==> src/hdl/hms_pkg.sv <==
// shared types and constants for the height field max slope block
// no dependencies; every other file refers to this package by scoped names
`default_nettype none

package hms_pkg;

	localparam int MAX_WIDTH    = 1024;
	localparam int COL_W        = $clog2(MAX_WIDTH);
	localparam int ROW_LIMIT    = 4096;
	localparam int ROW_W        = $clog2(ROW_LIMIT);
	localparam int HEIGHT_W     = 16;
	localparam int SLOPE_W      = 16;
	localparam int WIDTH_REG_W  = 11;
	localparam int HEIGHT_REG_W = 13;
	localparam int PADDR_W      = 3;

	// request codes
	localparam logic REQ_SAMPLE = 1'b0;
	localparam logic REQ_FLUSH  = 1'b1;

	// register indexes
	localparam logic REG_GRID_WIDTH  = 1'b0;
	localparam logic REG_GRID_HEIGHT = 1'b1;

	localparam logic [WIDTH_REG_W-1:0]  WIDTH_RESET  = WIDTH_REG_W'(1024);
	localparam logic [HEIGHT_REG_W-1:0] HEIGHT_RESET = HEIGHT_REG_W'(1024);

	// one unit of work handed from the front to the back
	typedef struct packed {
		logic                       emit;
		logic                       write_en;
		logic                       use_below;
		logic                       use_upper;
		logic                       use_left;
		logic                       use_right;
		logic                       last;
		logic [COL_W-1:0]           col;
		logic [ROW_W-1:0]           row;
		logic signed [HEIGHT_W-1:0] height;
	} job_t;

endpackage

`default_nettype wire

==> src/hdl/hms_queue.sv <==
// two-entry job queue between front and back
// depends on hms_pkg
`default_nettype none

module hms_queue (
	input  wire logic          clk,
	input  wire logic          arst_n,
	input  wire logic          push,
	input  wire hms_pkg::job_t push_data,
	output logic               full,
	input  wire logic          pop,
	output hms_pkg::job_t      head,
	output logic               not_empty
);

	hms_pkg::job_t entry_q [2];
	logic          wr_ptr_q;
	logic          rd_ptr_q;
	logic [1:0]    count_q;

	assign full      = count_q == 2'd2;
	assign not_empty = count_q != 2'd0;
	assign head      = entry_q[rd_ptr_q];

	// storage
	always_ff @(posedge clk) begin
		if (push) begin
			entry_q[wr_ptr_q] <= push_data;
		end
	end

	// pointers and fill
	always_ff @(posedge clk or negedge arst_n) begin
		if (!arst_n) begin
			wr_ptr_q <= 1'b0;
			rd_ptr_q <= 1'b0;
			count_q  <= 2'd0;
		end else begin
			if (push) begin
				wr_ptr_q <= !wr_ptr_q;
			end
			if (pop) begin
				rd_ptr_q <= !rd_ptr_q;
			end
			count_q <= count_q + {1'b0, push} - {1'b0, pop};
		end
	end

endmodule

`default_nettype wire

==> config.mk <==
export PLATFORM = sky130hd
export DESIGN_NAME = hms_queue
export DESIGN_NICKNAME = d
export VERILOG_FILES = /design/src/hdl/hms_pkg.sv /design/src/hdl/hms_queue.sv
export SDC_FILE = /design/constraint.sdc
export NUM_CORES = 1
export LEC_CHECK = 0
export ABC_AREA = 1
export BUFFER_PORTS_ARGS = -buffer_cell sky130_fd_sc_hd__buf_2
export CAP_MARGIN = 20
export CORE_UTILIZATION = 52
export DETAILED_ROUTE_END_ITERATION = 6
export PLACE_DENSITY = 0.8
export SLEW_MARGIN = 5
export SYNTH_ARGS = -nofsm -noshare
export SYNTH_HDL_FRONTEND = slang
export SYNTH_SLANG_ARGS = --single-unit
==> constraint.sdc <==
create_clock -name clk -period 3.93 [get_ports clk]
set_input_delay 0.786 -clock clk [delete_from_list [all_inputs] [get_ports clk]]
set_output_delay 0.786 -clock clk [all_outputs]
set_load 0.1 [all_outputs]
==> run metrics <==
Tmin final=2.96 ns; post-cts repair resize count=0; Core Util, Final=0.664; crit path DAT=2.17 ns; reg2reg start=wr_ptr_q; slew margin rel.=0.346; main combinational cell family by area after synthesis=buffers and inverters; non-filler instance count after layout=441; Synth Area in Adders=0.00698; CTS Root Cell=clkbuf_8; Hold Slack=0.246 ns; Critical Path RT=3.14 ns; post-synthesis sequential area ratio=0.782; EDFF count, synth=90; Synth cell types=10; WL per Instance=12.8 um; Max Clk Rate=0.338 GHz; Global Route Usage Sum=0.167; Initial Utilization=0.552; Die Area=7230 sq um; crit path kind=flip-flop to primary output; Worst setup SP type=flip-flop; CTS sink count=94; antenna violations before repair=1; top-area cell type share of the netlist area=0.754; Final #Nets=410; setup TNS=0 ns; Mapped Cells=260; Synth Register Bits=94; Placed Cells=425; Post-Synth Simple-Gate Area=0.0579; area of the core=6490 sq um; endpoints failing setup=0; HP Class=primary input to asynchronous set/reset pin; vias per cell=4.80; compound-gate portion of the synthesized area=0.0628; layout cells sized above 1=0.316; FFs w/ async S/R, synth=0.0426; most instantiated cells after synthesis=edfxtp_1 (90), inv_1 (52), nand2_1 (52); H-tree Lvls=3; post-CTS setup repair buffer count=0; r2r endpoint=entry_q[0][20]; CTS tree=built; Clock Skews=0.00355 ns; Die Height=85.0 um; first-pass GRT wire length=9060 um; mapped cell area=3590 sq um; status=complete, no violations; Post-Synth XOR/XNOR Area=0.00488; post-synthesis mux area share=0; R2R Setup Slk=2.19 ns; crit share post-route=0.753; Synth Flop Type=edfxtp_1; RSZ-0062 raised after global routing=no; Final ANT Viol Nets=0; Final Wtd Congestion=0.717; CTS clk-pin slew, worst paths=0.08 ns; dpl hpwl=3810 um; Total Routed Length=5640 um; endpoints failing hold=0; Iter 0 DRT Violations=113; Rows=29; Area Overhead vs Synth=20.3%; IO Count=96; Reg2Reg Depth=2; Via Count=2119; drt first pass iters=4; crit-path max FO=41; largest net degree at the start of global routing=46; clock buffer depth=2; Final Max Slew Viols=0; total grt overflow=0; Synth area leader=edfxtp_1; Synthesis Warnings=0; syn avg cell area=13.8 sq um; Hold Buf Count CTS=0; die width=85.0 um; worst-margin pin slew=0.980 ns; CP endpoint kind=primary output; CTS buffer count=9; most frequent cell after synthesis=edfxtp_1; vias in the first global route=2038; Remaining DRCs=0; IO Port Bufs=95; maxcap violations=0; ANT cells=0; Mapped Nets=311; synth top area cells=edfxtp_1 (75%), o21ai_1 (6.3%), inv_1 (5.4%); worst skew pair latency=0.33 ns
## cell families after synthesis
kind of cell,count (synthesis)
compound gates,45
xor+xnor,2
fa+ha+maj,2
buf+inv,62
flops,94
simple gates,55
## routing by layer
| metal | up-vias | global-route usage | part of all wire |
|---|---|---|---|
| met4 | 2 | 0.0847 | 0.017 |
| met2 | 81 | 0.274 | 0.49 |
| met3 | 10 | 0.0525 | 0.072 |
| met1 | 965 | 0.201 | 0.42 |
| li1 | 1061 | - | - |
| met5 | - | 0 | 0.0014 |
## worst max-delay path, stage by stage (launching register included)
cell,delay [ns]
dfrtp_2,0.81
buf_4,0.39
nand2_1,0.09
o21ai_1,0.09
buf_2,0.44
## layout make-up
type / instances / area (sq um)
Clock buffer: 10 / 128
Clock inverter: 6 / 110
Fill cell: 480 / 2180
Inverter: 52 / 195
Multi-Input combinational cell: 104 / 483
Sequential cell: 94 / 2800
Tap cell: 77 / 96.3
Timing Repair Buffer: 98 / 498
## metrics by stage
| step | instance area, sq um | setup WS [ns] |
|---|---|---|
| after floorplan | 3590 | 0.764 |
| after global placement | 4080 | 1.37 |
| after detailed placement | 4080 | 1.32 |
| after CTS | 4310 | 0.935 |
| after global routing | 4310 | 0.795 |
| final | 4310 | 0.973 |
## flip-flops by register name, indices dropped and copies added (netlist names)
name / cells
count_q: 2
entry_q: 90
rd_ptr_q: 1
wr_ptr_q: 1
## cell usage in the layout (no fill, tap or decap), drive strengths merged
master,n
dfrtp,4
nand2,52
clkbuf,10
nor2,2
buf,98
ha,2
edfxtp,90
nand3,1
clkinvlp,1
bufinv,3
clkinv,2
xor2,2
o21ai,45
inv,52
## worst max-delay path by stage
stage / startpoint / to / slack, ns / cells after the start
after detailed placement: rd_ptr_q / head[41] / 1.32 / 4
final: rd_ptr_q / head[41] / 0.97 / 4
after global placement: rd_ptr_q / head[44] / 1.37 / 4
after CTS: rd_ptr_q / head[41] / 0.94 / 4
after global routing: rd_ptr_q / head[41] / 0.80 / 4
after floorplan: push / entry_q[0][0] / 0.76 / 2
Power is left out: the tool's default activity adds up to more than one toggle a clock period on the data nets, which glitch-free logic cannot reach.
