[src/hdl/hms_pkg.sv]
// shared types and constants for the height field max slope block
// no dependencies; every other file refers to this package by scoped names
`default_nettype none

package hms_pkg;

	localparam int MAX_WIDTH    = 1024;
	localparam int COL_W        = $clog2(MAX_WIDTH);
	localparam int ROW_LIMIT    = 4096;
	localparam int ROW_W        = $clog2(ROW_LIMIT);
	localparam int HEIGHT_W     = 16;
	localparam int SLOPE_W      = 16;
	localparam int WIDTH_REG_W  = 11;
	localparam int HEIGHT_REG_W = 13;
	localparam int PADDR_W      = 3;

	// request codes
	localparam logic REQ_SAMPLE = 1'b0;
	localparam logic REQ_FLUSH  = 1'b1;

	// register indexes
	localparam logic REG_GRID_WIDTH  = 1'b0;
	localparam logic REG_GRID_HEIGHT = 1'b1;

	localparam logic [WIDTH_REG_W-1:0]  WIDTH_RESET  = WIDTH_REG_W'(1024);
	localparam logic [HEIGHT_REG_W-1:0] HEIGHT_RESET = HEIGHT_REG_W'(1024);

	// one unit of work handed from the front to the back
	typedef struct packed {
		logic                       emit;
		logic                       write_en;
		logic                       use_below;
		logic                       use_upper;
		logic                       use_left;
		logic                       use_right;
		logic                       last;
		logic [COL_W-1:0]           col;
		logic [ROW_W-1:0]           row;
		logic signed [HEIGHT_W-1:0] height;
	} job_t;

endpackage

`default_nettype wire

[src/hdl/hms_front.sv]
// front: accepts beats, tracks raster position and flush count, builds jobs
// depends on hms_pkg
`default_nettype none

module hms_front (
	input  wire logic                                  clk,
	input  wire logic                                  arst_n,
	input  wire logic [hms_pkg::WIDTH_REG_W-1:0]       eff_width,
	input  wire logic [hms_pkg::HEIGHT_REG_W-1:0]      eff_height,
	input  wire logic                                  restart,
	input  wire logic                                  in_valid,
	output logic                                       in_ready,
	input  wire logic                                  req_type,
	input  wire logic signed [hms_pkg::HEIGHT_W-1:0]   height,
	output logic                                       push,
	output hms_pkg::job_t                              job,
	input  wire logic                                  full
);

	logic [hms_pkg::COL_W-1:0]       column_q;
	logic [hms_pkg::ROW_W-1:0]       row_q;
	logic [hms_pkg::WIDTH_REG_W-1:0] flush_q;

	logic                            accept;
	logic [hms_pkg::WIDTH_REG_W-1:0] w_m1;
	logic [hms_pkg::COL_W-1:0]       col_s;
	logic [hms_pkg::WIDTH_REG_W-1:0] col_inc;
	logic                            at_end;
	logic [hms_pkg::HEIGHT_REG_W-1:0] row_inc;
	logic                            row_end;
	logic                            fl_ok;
	logic [hms_pkg::WIDTH_REG_W-1:0] fl_diff;
	logic [hms_pkg::COL_W-1:0]       col_f;
	logic [hms_pkg::HEIGHT_REG_W-1:0] h_m1;

	assign in_ready = !full;
	assign accept   = in_valid && in_ready;

	// sample position, clamped to the last column
	assign w_m1    = eff_width - 1'b1;
	assign col_s   = ({1'b0, column_q} >= w_m1) ? w_m1[hms_pkg::COL_W-1:0] : column_q;
	assign col_inc = {1'b0, col_s} + 1'b1;
	assign at_end  = col_inc >= eff_width;
	assign row_inc = {1'b0, row_q} + 1'b1;
	assign row_end = row_inc >= eff_height;

	// flush position
	assign fl_ok   = (flush_q != '0) && (flush_q <= eff_width);
	assign fl_diff = eff_width - flush_q;
	assign col_f   = fl_diff[hms_pkg::COL_W-1:0];
	assign h_m1    = eff_height - 1'b1;

	// job build
	always_comb begin
		job = '0;
		if (req_type == hms_pkg::REQ_FLUSH) begin
			job.emit      = 1'b1;
			job.write_en  = 1'b0;
			job.use_below = 1'b0;
			job.use_upper = eff_height[hms_pkg::HEIGHT_REG_W-1:1] != '0;
			job.use_left  = col_f != '0;
			job.use_right = ({1'b0, col_f} + 1'b1) < eff_width;
			job.last      = flush_q == hms_pkg::WIDTH_REG_W'(1);
			job.col       = col_f;
			job.row       = h_m1[hms_pkg::ROW_W-1:0];
			job.height    = height;
		end else begin
			job.emit      = row_q != '0;
			job.write_en  = 1'b1;
			job.use_below = 1'b1;
			job.use_upper = row_q[hms_pkg::ROW_W-1:1] != '0;
			job.use_left  = col_s != '0;
			job.use_right = !at_end;
			job.last      = 1'b0;
			job.col       = col_s;
			job.row       = row_q - 1'b1;
			job.height    = height;
		end
	end

	assign push = accept && ((req_type == hms_pkg::REQ_SAMPLE) || fl_ok);

	// position counters
	always_ff @(posedge clk or negedge arst_n) begin
		if (!arst_n) begin
			column_q <= '0;
			row_q    <= '0;
			flush_q  <= '0;
		end else if (restart) begin
			column_q <= '0;
			row_q    <= '0;
			flush_q  <= '0;
		end else if (accept) begin
			if (req_type == hms_pkg::REQ_FLUSH) begin
				flush_q <= fl_ok ? flush_q - 1'b1 : '0;
			end else begin
				flush_q <= '0;
				if (at_end) begin
					column_q <= '0;
					if (row_end) begin
						row_q   <= '0;
						flush_q <= eff_width;
					end else begin
						row_q <= row_inc[hms_pkg::ROW_W-1:0];
					end
				end else begin
					column_q <= col_inc[hms_pkg::COL_W-1:0];
				end
			end
		end
	end

endmodule

`default_nettype wire

[config.mk]
export PLATFORM = sky130hd
export DESIGN_NAME = hms_front
export DESIGN_NICKNAME = d
export VERILOG_FILES = /design/src/hdl/hms_pkg.sv /design/src/hdl/hms_front.sv
export SDC_FILE = /design/constraint.sdc
export NUM_CORES = 1
export LEC_CHECK = 0
export BUFFER_PORTS_ARGS = -buffer_cell sky130_fd_sc_hd__buf_4
export CAP_MARGIN = 20
export CORE_UTILIZATION = 35
export DETAILED_ROUTE_END_ITERATION = 16
export GPL_ROUTABILITY_DRIVEN = 1
export PLACE_DENSITY = 0.56
export SLEW_MARGIN = 20
export SYNTH_ARGS = -nofsm -noshare
export SYNTH_HDL_FRONTEND = slang
export SYNTH_SLANG_ARGS = --single-unit
export TNS_END_PERCENT = 1
[constraint.sdc]
create_clock -name clk -period 5.8 [get_ports clk]
set_input_delay 0.58 -clock clk [delete_from_list [all_inputs] [get_ports clk]]
set_output_delay 0.58 -clock clk [all_outputs]
set_load 0.1 [all_outputs]
==> impl_summary.txt, run 1 <==
----------------------------------------------------
[Pwr]
  Leakage power summed over all cells ... 3.32 nW
  IR Drop Worst-Case VDD ... approximately 0.00026 V
  Sum of internal, switching and leakage power ... roughly 1.9 mW
  Power density of the placed cells ... 272 nW/µm²

[Clocking]
  Clock buffer count from CTS ... 5
  # clock sinks ... 33
  Worst-case clock buffer depth ... 2
  Number of H-tree levels ... 2
  Root buf cell ... sky130_fd_sc_hd__clkbuf_16
  TritonCTS clock tree ... done
  Latest clock arrival within the worst-skew pair ... 0.29 ns
  Clk pin slew, worst setup/hold paths ... 0.06 ns

[Routing]
  Detailed-router iteration count before antenna repair ... 5
  Final wirelength ... 19.1 mm
  Detailed-route wire length on metal 1 ... 8.46 mm
  1st-iter DRT viols ... 415
  Drt drc ... 0
  Residual antenna-violating net count after detailed routing ... 0
  Top routing layer in use ... met4
  Wire length on met2 ... 8.87 mm
  Count of vias placed by the detailed router ... 5857
  Average wire per standard cell ... 18.7 µm
  Number of vias per cell after detailed routing ... roughly 5.7
  Met3 Routed Length ... 1.00 mm

[Placed design]
  Global placer's final weighted congestion ... between 0.9 and 1
  Placed wire-length estimate ... 15.2 mm
  Buffers added on ports ... 60

[Final layout]
  Fraction of final layout cells with drive strength greater than 1 ... 23.9%
  Layout Nets ... 928
  Ant. Diodes ... 0
  Fraction of the core area covered by cells at the end of the flow ... 45.4%
  Area Overhead vs Synth ... 26.1%

[Synth]
  Fraction of post-synthesis cell area in the top cell type by area ... 16.6%
  Nets in the synthesized netlist ... 832
  Post-synthesis sequential area ratio ... between 10% and 20%
  Average instance area after synthesis ... 7.75 µm²
  Number of library cell types mapped by synthesis ... 67
  #FFs+latches synth ... 33
  Number of warnings issued by yosys ... 0
  Share of flip-flops with an asynchronous set or reset after synthesis ... 100%
  Cell types with the highest counts after synthesis ... 73 x sky130_fd_sc_hd__ha_1, 72 x sky130_fd_sc_hd__inv_1, 43 x sky130_fd_sc_hd__nor2_1, 35 x sky130_fd_sc_hd__nand2_1, 35 x sky130_fd_sc_hd__xnor2_1
  Main area contributors after synthesis ... sky130_fd_sc_hd__ha_1 17%, sky130_fd_sc_hd__dfrtp_1 15%, sky130_fd_sc_hd__xnor2_1 5.6%
  Post-synth top flop ... sky130_fd_sc_hd__dfrtp_1
  Area leader, netlist ... sky130_fd_sc_hd__ha_1
  Number of enable-type register cells in the synthesized netlist ... 0
  Post-synth design cell area ... 5520 µm²
  Cell with the most instances after synthesis ... sky130_fd_sc_hd__ha_1
  Number of standard cells after synthesis ... 712

[Global routing]
  Gr ovfl total ... 0
  Largest net degree at the start of global routing ... 45
  Via count of the first global-routing pass ... 5642
  Initial antenna violation count ... 0
  Wire length of the first global-routing pass ... 29.9 mm
  Total GRT Usage ... 23.6%

[Floorplan]
  Starting density of the core ... 36.0%
  DIE WIDTH ... between 100 and 150 µm
  Num ports ... 93
  Core outline area ... 15300 µm²
  Die Area ... 16300 µm²
  Chip height ... around 130 µm
  Number of rows created at floorplan ... 45

[Flow run]
  Max-cap violations ... 0

[STA]
  Count of final hold-check violations ... 0
  Final setup violating endpoints ... 1
  Minimum setup slack in the final design ... -0.195 ns
  Slew at the pin with the worst max-slew slack ... 0.862 ns
  Number of max-slew violations in the final report ... 0
  Setup repair after global routing missed its margin ... true
  Peak Freq ... ~170 MHz
  Clock tree skew after final layout ... between 0.005 and 0.006 ns
  Portion of the clock cycle consumed by the worst path in the final layout ... 103%
  Worst slew margin relative to its limit ... 42.5%
  Minimum clock period ... roughly 6.0 ns

[Critical path]
  FF-to-FF setup slack ... 0.67 ns
  Crit path required time ... 5.22 ns
  Delay contributed by the slowest stage of the critical path ... 0.52 ns
  Crit path arrival time ... 5.42 ns
  Kind of critical path ... in2out
  Most frequent cell on the critical path ... sky130_fd_sc_hd__a21o_1
  Highest net fanout along the worst path ... 5
  Cell with the largest stage delay on the worst path ... sky130_fd_sc_hd__or4b_4
  Path depth of the worst reg2reg path ... 25
  Worst Setup End Kind ... output pin
  Critical Path Source Type ... input pin

[Run status]
  Failing checks ... setup timing
  Status ... finished, violations left

[Hold path]
  Class of the worst hold path ... in2async

----------------------------------------------------
worst max-delay path: cells and delay by family:
family / cells / cell delay, ns
adders and majority gates: 4 / 0.84
and+or+nand+nor: 8 / 1.63
xor gates and xnor gates: 1 / 0.23
buffers and inverters: 4 / 0.41
AOI/OAI and AO/OA: 8 / 1.44
muxes: 1 / 0.28
registers in the layout (all words and copies together) (netlist names):
register,count
flush_q,11
column_q,10
row_q,12
area by class of cell:
cell class              instances  area [µm²]
well taps                     211         264
flip-flops and latches         33         826
clock inverters                 1        30.0
clock buffers                   7         143
repair buffers                133        1040
fillers                      1497        8360
multi-input cells             562        4370
inverters                      73         283
kinds of logic (layout without fill, tap and decap cells):
logic type	Yosys count	count (layout)	synth area share [%]
buffers and inverters	117	214	9.75
AO/OA/AOI/OAI	174	174	21.5
multiplexers	33	33	6.40
AND/OR/NAND/NOR	224	224	21.4
adder cells (fa/ha/maj)	74	74	16.9
XOR/XNOR	57	57	9.05
flip-flops	33	33	15.0
where the power goes:
part	internal [mW]	switching [mW]	leakage, nW
Sequential	0.256	0.0485	0.447
Combinational	0.420	0.844	2.79
Clock	0.215	0.107	0.0841
metrics by stage:
step / instances / TNS, ns / hold WS [ns] / cell area, µm² / setup slack [ns]
5_1_grt: 1020 / -1.64 / 0.269 / 6960 / -0.379
3_3_place_gp: 1000 / -0.218 / 0.542 / 6540 / -0.212
3_5_place_dp: 1000 / -1.30 / 0.552 / 6540 / -0.299
6_report: 1020 / -0.195 / 0.243 / 6960 / -0.195
2_1_floorplan: 712 / -0.248 / 0.284 / 5630 / -0.178
4_1_cts: 1017 / -0.116 / 0.259 / 6850 / -0.116
what timing repair did:
item                                    CTS  global route
gates resized for setup                  18            14
endpoints found under the hold margin     0             0
gates cloned                              0             0
buffers inserted                          9             3
endpoints found under the setup margin    1            33
pin swaps                                21            10
hold buffers                              0             0
cell usage in the layout, fill, tap and decap left out, types with 5 or more instances in the layout:
cell,count
sky130_fd_sc_hd__buf_4,125
sky130_fd_sc_hd__inv_1,69
sky130_fd_sc_hd__ha_1,69
sky130_fd_sc_hd__nor2_1,40
sky130_fd_sc_hd__nand2_1,35
sky130_fd_sc_hd__xnor2_1,33
sky130_fd_sc_hd__dfrtp_1,33
sky130_fd_sc_hd__nand3_1,30
sky130_fd_sc_hd__o21ai_0,30
sky130_fd_sc_hd__nor3_1,28
sky130_fd_sc_hd__a21oi_1,28
sky130_fd_sc_hd__mux2i_1,25
sky130_fd_sc_hd__xor2_1,22
sky130_fd_sc_hd__a31oi_1,16
sky130_fd_sc_hd__nand4_1,15
sky130_fd_sc_hd__a21o_1,12
sky130_fd_sc_hd__o21a_1,12
sky130_fd_sc_hd__a22o_1,12
sky130_fd_sc_hd__nor2b_1,11
sky130_fd_sc_hd__o22ai_1,10
sky130_fd_sc_hd__nor4_1,9
sky130_fd_sc_hd__and3_1,8
sky130_fd_sc_hd__o221ai_1,8
sky130_fd_sc_hd__or2_2,6
sky130_fd_sc_hd__or4_1,6
sky130_fd_sc_hd__buf_6,6
sky130_fd_sc_hd__or3_1,5
sky130_fd_sc_hd__clkbuf_16,5
routing by layer:
metal	track usage [%]	vias to the layer above
met2	39.9	232
met1	29.6	2794
met3	3.35	60
met4	11.3	0
met5	0	-
li1	-	2771
path summary, 6_finish.rpt:
path	startpoint	end
setup / recovery	eff_width[0]	job[39]
hold / removal	arst_n	column_q[2]
setup reg to reg	column_q[0]	flush_q[5]
hold reg to reg	flush_q[9]	flush_q[9]
max in group asynchronous	arst_n	row_q[2]
min in group clk	flush_q[9]	flush_q[9]
Power figures use the tool's default switching activity.
==> inputs of run 2 (changes only) <==
--- a/config.mk
+++ b/config.mk
@@ -5,12 +5,14 @@
 export SDC_FILE = /design/constraint.sdc
 export NUM_CORES = 1
 export LEC_CHECK = 0
+export ABC_AREA = 1
 export BUFFER_PORTS_ARGS = -buffer_cell sky130_fd_sc_hd__buf_4
 export CAP_MARGIN = 20
-export CORE_UTILIZATION = 35
+export CORE_UTILIZATION = 32
 export DETAILED_ROUTE_END_ITERATION = 16
 export GPL_ROUTABILITY_DRIVEN = 1
-export PLACE_DENSITY = 0.56
+export PLACE_DENSITY = 0.53
+export SETUP_SLACK_MARGIN = 0.3
 export SLEW_MARGIN = 20
 export SYNTH_ARGS = -nofsm -noshare
 export SYNTH_HDL_FRONTEND = slang
==> run 2 against run 1 <==
  * The flow now finishes without violations
  * Critical path depth rose by 4
  * Wire length fell by 23%
  * Final cell count shrank 4.9%
  * Power is 41% lower
  * First-iteration DRC count fell by 49%
  * Cell area shrank 16%
==> impl_summary.txt, run 2 <==
----------------------------------------------------
[Global routing]
  Via count of the first global-routing pass ... 4590
  Wire length of the first global-routing pass ... 23.4 mm
  Total GRT Usage ... a little under a fifth
  Initial antenna violation count ... 0
  Largest net degree at the start of global routing ... 40
  Gr ovfl total ... 0

[Routing]
  Detailed-router iteration count before antenna repair ... 5
  Average wire per standard cell ... 15.2 µm
  Final wirelength ... around 15 mm
  Residual antenna-violating net count after detailed routing ... 0
  Count of vias placed by the detailed router ... 4889
  Number of vias per cell after detailed routing ... approximately 5.0
  Drt drc ... 0
  1st-iter DRT viols ... 211

[Synth]
  Nets in the synthesized netlist ... 841
  Complex-gate fraction of the synthesized area ... ~16%
  Number of library cell types mapped by synthesis ... 48
  #FFs+latches synth ... 33
  Number of warnings issued by yosys ... 0
  Fraction of post-synthesis cell area in the top cell type by area ... 18.6%
  Cell with the most instances after synthesis ... sky130_fd_sc_hd__nand2_1
  Post-synthesis sequential area ratio ... between 15 and 20%
  Share of synthesized area spent on multiplexers ... 0%
  Share of flip-flops with an asynchronous set or reset after synthesis ... 100%
  Post-synth top flop ... sky130_fd_sc_hd__dfrtp_1
  Main combinational cell family by area after synthesis ... simple AND/OR/NAND/NOR gates
  Cell types with the highest counts after synthesis ... 129 x sky130_fd_sc_hd__nand2_1, 108 x sky130_fd_sc_hd__inv_1, 73 x sky130_fd_sc_hd__ha_1, 62 x sky130_fd_sc_hd__o21ai_0, 55 x sky130_fd_sc_hd__nor2_1
  Number of standard cells after synthesis ... 721
  Simple-gate share of the synthesized area ... 27.6%
  Area leader, netlist ... sky130_fd_sc_hd__ha_1
  Adder and majority cell fraction of the synthesized area ... 19.1%
  Main area contributors after synthesis ... sky130_fd_sc_hd__ha_1 19%, sky130_fd_sc_hd__dfrtp_1 17%, sky130_fd_sc_hd__nand2_1 9.9%
  Number of enable-type register cells in the synthesized netlist ... 0
  XOR/XNOR Fraction of Synth Area ... 8.43%
  Average instance area after synthesis ... 6.79 µm²
  Post-synth design cell area ... 4900 µm²

[Clocking]
  Root buf cell ... sky130_fd_sc_hd__clkbuf_16
  TritonCTS clock tree ... done
  Latest clock arrival within the worst-skew pair ... 0.29 ns
  Worst-case clock buffer depth ... 2
  Clock buffer count from CTS ... 5
  # clock sinks ... 33
  Clk pin slew, worst setup/hold paths ... roughly 0.06 ns
  Number of H-tree levels ... 2

[Final layout]
  Most common cell after layout, fill and taps aside ... sky130_fd_sc_hd__nand2_1
  Fraction of final layout cells with drive strength greater than 1 ... about 17%
  Highest-count cells in the layout ignoring fill and taps ... 128 x sky130_fd_sc_hd__nand2_1, 107 x sky130_fd_sc_hd__inv_1, 86 x sky130_fd_sc_hd__buf_4, 71 x sky130_fd_sc_hd__ha_1, 59 x sky130_fd_sc_hd__o21ai_0
  Registers with the most flip-flops ... row_q (12), flush_q (11), column_q (10)
  Storage cell area ... 826 µm²
  Max reg flops ... 12
  Count of fill cells added during filler insertion ... roughly 1600
  Area of combinational cells with multiple inputs ... ~3600 µm²
  Post-route cell area ... between 5000 and 6000 µm²
  Fraction of the core area covered by cells at the end of the flow ... 39.8%
  Layout Nets ... 905
  Ant. Diodes ... 0
  Largest Register ... row_q
  Area Overhead vs Synth ... 19.9%

[Critical path]
  Crit path required time ... 5.22 ns
  Cell with the largest stage delay on the worst path ... sky130_fd_sc_hd__ha_1
  Delay contributed by the slowest stage of the critical path ... 0.33 ns
  Most frequent cell on the critical path ... sky130_fd_sc_hd__nand2_1
  Largest delay contributor family on the critical path ... simple AND/OR/NAND/NOR gates
  Kind of critical path ... in2out
  Highest net fanout along the worst path ... 6
  Sum of buffers and inverters on the critical path ... 6
  Crit path arrival time ... between 4 and 5 ns
  Worst Setup End Kind ... output pin
  Critical Path Source Type ... input pin

[Floorplan]
  Chip height ... around 130 µm
  Number of rows created at floorplan ... 44
  DIE WIDTH ... 126 µm
  Core outline area ... 14800 µm²
  Die Area ... 15800 µm²
  Num ports ... just over 90
  Starting density of the core ... roughly 33%

[STA]
  Clock tree skew after final layout ... 0.00323 ns
  Minimum clock period ... 5.27 ns
  Setup TNS Final ... 0 ns
  Slew at the pin with the worst max-slew slack ... 0.489 ns
  Final setup violating endpoints ... 0
  Portion of the clock cycle consumed by the worst path in the final layout ... approximately nine tenths
  Worst slew margin relative to its limit ... 67.1%
  Number of max-slew violations in the final report ... 0
  Count of final hold-check violations ... 0
  Setup repair after global routing missed its margin ... false
  Peak Freq ... 190 MHz
  Worst hold slack ... ~0.23 ns

[Placed design]
  Post-Place Cell Area ... around 5500 µm²
  Placed wire-length estimate ... 11.8 mm
  Buffers added on ports ... 60
  Global placer's final weighted congestion ... 0.898

[Pwr]
  Leakage power summed over all cells ... roughly 3.1 nW
  Sum of internal, switching and leakage power ... 1.12 mW
  Power density of the placed cells ... 190 nW/µm²
  IR Drop Worst-Case VDD ... 0.000104 V

[Run status]
  Status ... finished clean

[Flow run]
  Max-cap violations ... 0

[Hold path]
  Class of the worst hold path ... in2async

----------------------------------------------------
-- run 2: cell type report --
class                      count  area share [%]
clock buffer                   5            2.13
inverter                     113            7.28
tap                          184            3.92
multi-input combinational    545            60.5
clock inverter                 3           0.788
timing repair buffer          87            11.3
sequential                    33            14.1
-- run 2: kinds of logic (layout without fill, tap and decap cells) --
kind of cell	Yosys count	count (layout)
adder cells (fa/ha/maj)	74	74
XOR/XNOR	45	45
flip-flops	33	33
AND/OR/NAND/NOR	288	288
AO/OA/AOI/OAI	138	138
buffers and inverters	143	208
-- run 2: worst paths after layout --
path	slack, ns	cells past startpoint	end	from
setup / recovery	0.53	30	job[39]	eff_width[1]
hold / removal	0.23	1	column_q[2]	arst_n
setup reg to reg	1.35	29	row_q[0]	column_q[2]
hold reg to reg	0.54	2	column_q[5]	column_q[5]
max in group asynchronous	5.25	1	flush_q[9]	arst_n
min in group clk	0.54	2	column_q[5]	column_q[5]
-- run 2: metal layers --
| layer | wire length (µm) | track usage [%] | share of wire, % |
|---|---|---|---|
| met1 | 7220 | 25.8 | 49 |
| met2 | 6690 | 30.2 | 45 |
| met3 | 611 | 2.59 | 4.1 |
| met4 | 207 | 4.59 | 1.4 |
| met5 | 0 | 0 | 0 |
-- run 2: timing repair --
action	CTS	global route
buffers inserted	0	19
hold buffers	0	0
resized for setup	5	18
pin swaps	0	9
endpoints found under the setup margin	1	16
-- run 2: per-stage QoR --
stage / std cells / setup slack (ns)
after floorplan: 721 / -0.321
after global placement: 943 / 0.206
after detailed placement: 943 / 0.0800
after CTS: 951 / 0.309
after global routing: 970 / 0.266
final: 970 / 0.527
-- run 2: power breakdown --
group / total [mW] / internal (mW) / switching [mW]
Clock: 0.316 / 0.203 / 0.112
Combinational: 0.556 / 0.152 / 0.405
Sequential: 0.246 / 0.237 / 0.00831
